$ cat src/sv/assert_macros.svh
// ---------------------------------------------------------------------------
// Assertion macros
// Shared concurrent assertion forms, compiled away for synthesis.
// ---------------------------------------------------------------------------
`ifndef ASSERT_MACROS_SVH
`define ASSERT_MACROS_SVH

`ifndef SYNTHESIS

// Same-cycle implication, disabled while reset is asserted.
`define ASSERT_IMPLY(label, clk, rst_n, ante, cons) \
    label: assert property (@(posedge clk) disable iff (!rst_n) (ante) |-> (cons)) \
        else $error("assertion failed");

// Next-cycle implication, disabled while reset is asserted.
`define ASSERT_NEXT(label, clk, rst_n, ante, cons) \
    label: assert property (@(posedge clk) disable iff (!rst_n) (ante) |=> (cons)) \
        else $error("assertion failed");

`else

`define ASSERT_IMPLY(label, clk, rst_n, ante, cons)
`define ASSERT_NEXT(label, clk, rst_n, ante, cons)

`endif

`endif

$ cat src/sv/ctfp_pkg.sv
// ---------------------------------------------------------------------------
// CRSF telemetry frame parser package
// Shared constants, the frame summary type and the CRC-8 fold function.
// ---------------------------------------------------------------------------
`default_nettype none

package ctfp_pkg;

    localparam int FRAME_BYTES_DEF = 64;
    localparam int EXP_W           = 7;

    localparam logic [7:0] CRC_POLY      = 8'hD5;
    localparam logic [7:0] TYPE_LINK     = 8'h14;
    localparam logic [7:0] TYPE_BATTERY  = 8'h08;
    localparam logic [7:0] TYPE_GPS      = 8'h02;
    localparam logic [7:0] TYPE_AIRSPEED = 8'h0A;

    localparam logic [5:0] MAX_LEN_RESET = 6'd62;
    localparam logic [7:0] LEN_MIN       = 8'd2;
    localparam logic [EXP_W-1:0] LEN_OVERHEAD = 7'd2;

    // Smallest length bytes that carry the payload each update needs.
    localparam logic [5:0] LINK_MIN_LEN     = 6'd12;
    localparam logic [5:0] BATTERY_MIN_LEN  = 6'd10;
    localparam logic [5:0] GPS_MIN_LEN      = 6'd17;
    localparam logic [5:0] AIRSPEED_MIN_LEN = 6'd4;

    // Frame positions of the captured bytes.
    localparam int IDX_TYPE = 2;
    localparam int IDX_B3   = 3;
    localparam int IDX_B4   = 4;
    localparam int IDX_B5   = 5;
    localparam int IDX_B10  = 10;
    localparam int IDX_B11  = 11;
    localparam int IDX_B12  = 12;

    localparam logic [2:0] UPD_NONE     = 3'd0;
    localparam logic [2:0] UPD_LINK     = 3'd1;
    localparam logic [2:0] UPD_BATTERY  = 3'd2;
    localparam logic [2:0] UPD_GPS      = 3'd3;
    localparam logic [2:0] UPD_AIRSPEED = 3'd4;

    // Reciprocal of ten for a 16-bit dividend, applied with a 19-bit shift.
    localparam logic [15:0] RECIP_TEN = 16'hCCCD;
    localparam int          RECIP_SHIFT = 19;

    typedef struct packed {
        logic       good;
        logic [7:0] frame_type;
        logic [5:0] frame_length;
        logic [7:0] b3;
        logic [7:0] b4;
        logic [7:0] b5;
        logic [7:0] b10;
        logic [7:0] b11;
        logic [7:0] b12;
    } frame_t;

    function automatic logic [7:0] crc8_fold(input logic [7:0] crc, input logic [7:0] b);
        logic [7:0] c;
        c = crc ^ b;
        for (int i = 0; i < 8; i++)
        begin
            if (c[7])
            begin
                c = {c[6:0], 1'b0} ^ CRC_POLY;
            end
            else
            begin
                c = {c[6:0], 1'b0};
            end
        end
        return c;
    endfunction

endpackage

`default_nettype wire

$ cat src/sv/ctfp_frame_tracker.sv
// ---------------------------------------------------------------------------
// CRSF frame tracker
// Follows the byte position within a frame, checks the length byte, runs the
// CRC-8 and captures the frame bytes that the telemetry decode needs.
// ---------------------------------------------------------------------------
`default_nettype none
`include "assert_macros.svh"

module ctfp_frame_tracker
    import ctfp_pkg::*;
#(
    parameter int FRAME_BYTES = FRAME_BYTES_DEF
)
(
    input  wire logic       clk,
    input  wire logic       rst_n,
    input  wire logic       step,
    input  wire logic [7:0] rx_byte,
    input  wire logic [5:0] max_length,
    output frame_t          frm
);

    localparam int CW = $clog2(FRAME_BYTES + 1);

    logic [CW-1:0]    cnt_reg, cnt_next;
    logic [7:0]       crc_reg, crc_next;
    logic [5:0]       len_reg, len_next;
    logic [7:0]       type_reg, b3_reg, b4_reg, b5_reg, b10_reg, b11_reg, b12_reg;
    logic [CW-1:0]    c0, c1;
    logic [EXP_W-1:0] expect_len;
    logic             cap, good;

    always_comb
    begin
        c0         = (cnt_reg >= CW'(FRAME_BYTES)) ? '0 : cnt_reg;
        c1         = c0 + CW'(1);
        expect_len = EXP_W'(len_reg) + LEN_OVERHEAD;
        cnt_next   = cnt_reg;
        crc_next   = crc_reg;
        len_next   = len_reg;
        cap        = 1'b0;
        good       = 1'b0;
        if (step)
        begin
            priority if (c1 == CW'(2))
            begin
                if (rx_byte < LEN_MIN || rx_byte > {2'b00, max_length})
                begin
                    cnt_next = CW'(1);
                end
                else
                begin
                    cnt_next = c1;
                    crc_next = '0;
                    len_next = rx_byte[5:0];
                end
            end
            else if (c1 < CW'(2))
            begin
                cnt_next = c1;
            end
            else if (expect_len > EXP_W'(FRAME_BYTES))
            begin
                cnt_next = '0;
            end
            else if (EXP_W'(c1) < expect_len)
            begin
                cnt_next = c1;
                crc_next = crc8_fold(crc_reg, rx_byte);
                cap      = 1'b1;
            end
            else
            begin
                cnt_next = '0;
                good     = (crc_reg == rx_byte);
            end
        end
    end

    always_ff @(posedge clk or negedge rst_n)
    begin
        if (!rst_n)
        begin
            cnt_reg <= '0;
            crc_reg <= '0;
        end
        else
        begin
            cnt_reg <= cnt_next;
            crc_reg <= crc_next;
        end
    end

    always_ff @(posedge clk)
    begin
        len_reg <= len_next;
        if (cap)
        begin
            if (c0 == CW'(IDX_TYPE)) type_reg <= rx_byte;
            if (c0 == CW'(IDX_B3))   b3_reg   <= rx_byte;
            if (c0 == CW'(IDX_B4))   b4_reg   <= rx_byte;
            if (c0 == CW'(IDX_B5))   b5_reg   <= rx_byte;
            if (c0 == CW'(IDX_B10))  b10_reg  <= rx_byte;
            if (c0 == CW'(IDX_B11))  b11_reg  <= rx_byte;
            if (c0 == CW'(IDX_B12))  b12_reg  <= rx_byte;
        end
    end

    assign frm.good         = good;
    assign frm.frame_type   = type_reg;
    assign frm.frame_length = len_reg;
    assign frm.b3           = b3_reg;
    assign frm.b4           = b4_reg;
    assign frm.b5           = b5_reg;
    assign frm.b10          = b10_reg;
    assign frm.b11          = b11_reg;
    assign frm.b12          = b12_reg;

    `ASSERT_IMPLY(a_cnt_bound, clk, rst_n, 1'b1, cnt_reg <= CW'(FRAME_BYTES))
    `ASSERT_NEXT(a_good_restarts, clk, rst_n, frm.good, cnt_reg == '0)
    `ASSERT_IMPLY(a_good_needs_step, clk, rst_n, frm.good, step)

endmodule

`default_nettype wire

$ cat src/sv/crsf_telemetry_frame_parser.sv
// ---------------------------------------------------------------------------
// CRSF telemetry frame parser
// Assembles received bytes into frames, checks the CRC-8 and keeps the
// decoded telemetry values.
// ---------------------------------------------------------------------------
// One received byte can be accepted in every clock cycle while in_stall is
// low. A byte is decoded while it sits in the input register, and the result
// of a good frame is written to the result register at the clock edge at
// which its CRC byte is stepped, so it passes the input register and then the
// result register before it is offered. Input bytes are held off only
// while a finished result sits in the result register and out_stall is high.
// Each good frame gives one result carrying the frame type, the length byte,
// the update code and all held telemetry values; bad frames and bytes inside
// a frame give none. The configured maximum length should be written only
// while no byte is in flight.
`default_nettype none
`include "assert_macros.svh"

module crsf_telemetry_frame_parser
    import ctfp_pkg::*;
#(
    parameter int FRAME_BYTES = FRAME_BYTES_DEF
)
(
    input  wire logic        clk,
    input  wire logic        rst_n,
    input  wire logic        in_valid,
    output logic             in_stall,
    input  wire logic [7:0]  rx_byte,
    output logic             out_valid,
    input  wire logic        out_stall,
    output logic [7:0]       frame_type,
    output logic [5:0]       frame_length,
    output logic [2:0]       update_code,
    output logic [7:0]       link_quality,
    output logic [15:0]      battery_voltage,
    output logic [7:0]       battery_remaining,
    output logic [12:0]      gps_speed,
    output logic [15:0]      airspeed,
    input  wire logic        cfg_valid,
    output logic             cfg_ready,
    input  wire logic [5:0]  cfg_data
);

    logic        in_vld_reg, in_vld_next;
    logic [7:0]  in_byte_reg;
    logic        res_vld_reg, res_vld_next;
    logic [7:0]  type_reg;
    logic [5:0]  len_reg;
    logic [2:0]  code_reg, code_next;
    logic [7:0]  link_reg, link_next;
    logic [15:0] volt_reg, volt_next;
    logic [7:0]  remain_reg, remain_next;
    logic [12:0] gps_reg, gps_next;
    logic [15:0] air_reg, air_next;
    logic [5:0]  max_len_reg;
    logic        advance, step, in_take;
    logic [31:0] gps_prod;
    frame_t      frm;

    assign advance  = !(res_vld_reg && out_stall);
    assign step     = in_vld_reg && advance;
    assign in_stall = in_vld_reg && !advance;
    assign in_take  = in_valid && !in_stall;

    assign cfg_ready = 1'b1;

    ctfp_frame_tracker #(
        .FRAME_BYTES (FRAME_BYTES)
    ) u_tracker (
        .clk        (clk),
        .rst_n      (rst_n),
        .step       (step),
        .rx_byte    (in_byte_reg),
        .max_length (max_len_reg),
        .frm        (frm)
    );

    assign gps_prod = 32'({frm.b11, frm.b12}) * 32'(RECIP_TEN);

    always_comb
    begin
        in_vld_next = in_vld_reg;
        if (in_take)
        begin
            in_vld_next = 1'b1;
        end
        else if (advance)
        begin
            in_vld_next = 1'b0;
        end
        res_vld_next = advance ? (step && frm.good) : res_vld_reg;
    end

    always_comb
    begin
        code_next   = UPD_NONE;
        link_next   = link_reg;
        volt_next   = volt_reg;
        remain_next = remain_reg;
        gps_next    = gps_reg;
        air_next    = air_reg;
        priority if (frm.frame_type == TYPE_LINK)
        begin
            if (frm.frame_length >= LINK_MIN_LEN)
            begin
                link_next = frm.b5;
                code_next = UPD_LINK;
            end
        end
        else if (frm.frame_type == TYPE_BATTERY)
        begin
            if (frm.frame_length >= BATTERY_MIN_LEN)
            begin
                volt_next   = {frm.b3, frm.b4};
                remain_next = frm.b10;
                code_next   = UPD_BATTERY;
            end
        end
        else if (frm.frame_type == TYPE_GPS)
        begin
            if (frm.frame_length >= GPS_MIN_LEN)
            begin
                gps_next  = gps_prod[RECIP_SHIFT +: 13];
                code_next = UPD_GPS;
            end
        end
        else if (frm.frame_type == TYPE_AIRSPEED)
        begin
            if (frm.frame_length >= AIRSPEED_MIN_LEN)
            begin
                air_next  = {frm.b3, frm.b4};
                code_next = UPD_AIRSPEED;
            end
        end
        else
        begin
            code_next = UPD_NONE;
        end
    end

    always_ff @(posedge clk or negedge rst_n)
    begin
        if (!rst_n)
        begin
            in_vld_reg  <= 1'b0;
            res_vld_reg <= 1'b0;
            max_len_reg <= MAX_LEN_RESET;
            link_reg    <= '0;
            volt_reg    <= '0;
            remain_reg  <= '0;
            gps_reg     <= '0;
            air_reg     <= '0;
        end
        else
        begin
            in_vld_reg  <= in_vld_next;
            res_vld_reg <= res_vld_next;
            if (cfg_valid && cfg_ready)
            begin
                max_len_reg <= cfg_data;
            end
            if (step && frm.good)
            begin
                link_reg   <= link_next;
                volt_reg   <= volt_next;
                remain_reg <= remain_next;
                gps_reg    <= gps_next;
                air_reg    <= air_next;
            end
        end
    end

    always_ff @(posedge clk)
    begin
        if (in_take)
        begin
            in_byte_reg <= rx_byte;
        end
        if (step && frm.good)
        begin
            type_reg <= frm.frame_type;
            len_reg  <= frm.frame_length;
            code_reg <= code_next;
        end
    end

    assign out_valid         = res_vld_reg;
    assign frame_type        = type_reg;
    assign frame_length      = len_reg;
    assign update_code       = code_reg;
    assign link_quality      = link_reg;
    assign battery_voltage   = volt_reg;
    assign battery_remaining = remain_reg;
    assign gps_speed         = gps_reg;
    assign airspeed          = air_reg;

    `ASSERT_IMPLY(a_stall_cause, clk, rst_n, in_stall, out_valid && out_stall)
    `ASSERT_NEXT(a_good_gives_result, clk, rst_n, step && frm.good, out_valid)
    `ASSERT_IMPLY(a_gps_code_type, clk, rst_n, out_valid && update_code == UPD_GPS,
                  frame_type == TYPE_GPS && frame_length >= GPS_MIN_LEN)

endmodule

`default_nettype wire
$ cat config.mk
export PLATFORM = sky130hd
export DESIGN_NAME = crsf_telemetry_frame_parser
export DESIGN_NICKNAME = d
export VERILOG_FILES = /design/src/sv/ctfp_pkg.sv /design/src/sv/ctfp_frame_tracker.sv /design/src/sv/crsf_telemetry_frame_parser.sv
export VERILOG_INCLUDE_DIRS = /design/src /design/src/sv
export SDC_FILE = /design/constraint.sdc
export NUM_CORES = 1
export LEC_CHECK = 0
export ABC_AREA = 1
export BUFFER_PORTS_ARGS = -buffer_cell sky130_fd_sc_hd__buf_2
export CORE_ASPECT_RATIO = 2
export CORE_UTILIZATION = 35
export CTS_CLUSTER_DIAMETER = 30
export DETAILED_ROUTE_END_ITERATION = 7
export GPL_ROUTABILITY_DRIVEN = 0
export GPL_TIMING_DRIVEN = 0
export PLACE_DENSITY = 0.5
export SLEW_MARGIN = 20
export SYNTH_ARGS = -nofsm -noshare
export SYNTH_HDL_FRONTEND = slang
export SYNTH_SLANG_ARGS = --single-unit
$ cat constraint.sdc
create_clock -name clk -period 5.3 [get_ports clk]
set_input_delay 0.265 -clock clk [delete_from_list [all_inputs] [get_ports clk]]
set_output_delay 0.265 -clock clk [all_outputs]
set_load 0.02 [all_outputs]
==> impl_metrics.yaml <==
synth:
  ys.flop_type: "edfxtp_1"
  ys_seq_area_share_pct: 36.6
  ys_types: 50
  postSynth.asyncResetShare_pct: 49.1
  ys_top_cells_by_area: "edfxtp_1, dfrtp_1, ha_1"
  synth_top_cell_area_share_pct: 20.3
  netlist_instances: 1378
  syn_area_per_cell_um2: 9.35
  synth_seq_cells: 171
  synth_edf_count: 87
  yosysTopAreaCell: "edfxtp_1"
  netlist_area_um2: 12900
  synth-warning-count: 0
  synth_fp_nets: 1625
cells_and_area:
  syn2layout_area_growth_pct: 18.6
  multiInputGateArea_um2: 7120
  fin_nets: 1787
  final_layout_size_suffix_gt1_share_pct: 20.7
  fill_cells: 3697
  fin_util_pct: 42.0
  mostFrequentLayoutCells: "inv_1, nand2_1, ha_1"
  num_antenna_cells: 0
  regArea_um2: 4720
  final_common_cell: "inv_1"
sta:
  finalHoldViolCount: 0
  finalCritPeriodShare_pct: 97.8
  rsz0062_at_grt: "true"
  maxSlewHeadroom_pct: 29.9
  setup_viol: 0
  final_max_slew_viol_count: 0
  fin_ws_ns: 0.118
  finalCriticalPeriod_ns: 5.18
  worst_slew_pin_slew_ns: 1.04
  tns_ns: 0
  fin_skew_ns: 0.0204
  fmax_mhz: 193
run_status:
  status: "complete, no violations"
placed_design:
  hpwl_mm: 30.7
  portBuffers: 98
  pre_cts_slack_ns: -0.385
route:
  viasPerCell: 4.81
  drc_errors: 0
  drt_pass1_iterations: 4
  wirelength_mm: 37.8
  vias: 9656
  routedWlPerCell_um: 18.9
  drtAntennaViolNets: 0
  drt_iter0_drc: 364
floorplanning:
  die_y_um: 273
  rows: 99
  die_w_um: 138
  die_area_um2: 37600
  coreArea_um2: 36400
  initial_utilization_pct: 35.4
  io-pin-count: 100
run:
  maxCapViolCount: 0
cts:
  cts_buffers: 17
  clk_pin_slew_ns: 0.08
  clock_tree.buffer_depth: 2
  htreeDepth: 4
  cts-root-buf: "clkbuf_16"
  clock_latency_ns: 0.45
  cts_tree: "built"
  numClockSinks: 171
grt:
  grt_pass1_vias: 10326
  track_usage_pct: 21.3
  grt_max_degree: 66
  grt_overflow_total: 0
  antenna_found_initial: 0
  grt_pass1_wl_mm: 57.1
setup_path:
  criticalPathCategory: "reg2reg"
  worstPathArrival_ns: 5.56
  end_kind: "register"
  cp-start-kind: "register"
  cp.required_ns: 5.68
  crit_fanout: 4
power:
  powerDensity_nw_per_um2: 254
  peakVddDrop_mv: 0.270
  leakagePower_nw: 7.78
worst_hold_path:
  hold_class: "in2reg"
repair_timing:
item,in CTS,in global routing
buffers inserted,15,20
pin swaps,5,35
hold buffers,9,0
endpoints found under the setup margin,13,13
gates resized for setup,29,55
hold endpoints to repair,29,0
cells in the mapped netlist, types with 3 or more instances:
master,number
nand2_4,3
ha_1,149
nand3_1,60
a21o_1,10
inv_1,323
o21a_1,8
o21ai_0,29
nor2_4,3
nand4_1,14
nor2_1,117
xor2_1,16
nand2_1,217
o21ai_1,6
nand4_4,4
xnor2_1,7
nor3_1,11
dfrtp_1,79
buf_6,5
a21oi_2,34
fa_1,79
nand3b_1,4
a21oi_1,54
dfstp_2,5
inv_2,4
nor2_2,4
buf_12,3
edfxtp_1,87
o21bai_1,3
buf_4,4
nor4_1,4
nand2_2,9
cells by family (layout without fill, tap and decap cells):
logic type	after synthesis	in the layout	synth area share, %
xor gates and xnor gates	26	26	2.03
buffers and inverters	342	517	10.9
AOI/OAI and AO/OA	149	149	7.32
DFF	171	171	36.6
other	1	1	0.0291
and+or+nand+nor	460	460	16.2
adders and majority gates	228	228	26.7
muxes	1	1	0.0874
critical path, stage by stage, from the launching register on:
cell and delay (ns):
edfxtp_1 0.52, ha_4 0.34, inv_1 0.12, fa_1 0.51
inv_1 0.05, fa_1 0.57, fa_1 0.45, fa_1 0.49
inv_1 0.06, fa_1 0.52, inv_1 0.06, ha_4 0.29
nand2_2 0.07, nor2_2 0.11, nand2_2 0.10, nor4_4 0.29
o21ai_2 0.13, nand3_1 0.10, nand2_1 0.07, nand2_2 0.11
nor2_1 0.05, a21oi_1 0.10
metal layers:
metal,vias to the layer above,track usage (%),routed length [um]
li1,4674,-,-
met1,4680,18.3,11800
met2,198,43.7,22500
met3,104,2.13,750
met4,0,13.9,2720
met5,-,0,0
area by class of cell:
type,instances,area share (%)
flip-flops and latches,171,30.9
clock inverters,14,0.950
plain buffers,15,1.18
clock buffers,18,2.87
well taps,454,3.72
inverters,327,8.03
repair buffers,143,5.79
multi-input cells,865,46.6
through the flow:
stage | power, mW | cells | hold slack, ns | area [um2]
2_1_floorplan | 2.36 | 1378 | -0.0306 | 12900
3_3_place_gp | 2.63 | 1930 | 0.435 | 13900
3_5_place_dp | 2.65 | 1931 | 0.135 | 14000
4_1_cts | 3.91 | 1987 | 0.0147 | 14900
6_report | 3.89 | 2007 | 0.0275 | 15300
5_1_grt | 4.10 | 2007 | 0.0458 | 15300
worst paths after layout:
path                                 startpoint         endpoint  slack, ns  cells after the start
min                                 cfg_data[5]   max_len_reg[5]       0.03                      3
max reg2reg                u_tracker.b12_reg[7]     gps_speed[5]       0.12                     21
max                        u_tracker.b12_reg[7]     gps_speed[5]       0.12                     21
min in group asynchronous                 rst_n      airspeed[3]       0.23                      2
max in group asynchronous                 rst_n       in_vld_reg       4.39                      3
min reg2reg                u_tracker.len_reg[3]  frame_length[3]       0.45                      0
report_power, final:
part	internal (mW)	total (mW)	switching [mW]
Clock	0.641	1.25	0.610
Combinational	0.357	1.09	0.730
Sequential	1.48	1.55	0.0747
Total	2.47	3.89	1.41
Note: power is estimated with default switching activity, not from simulation.
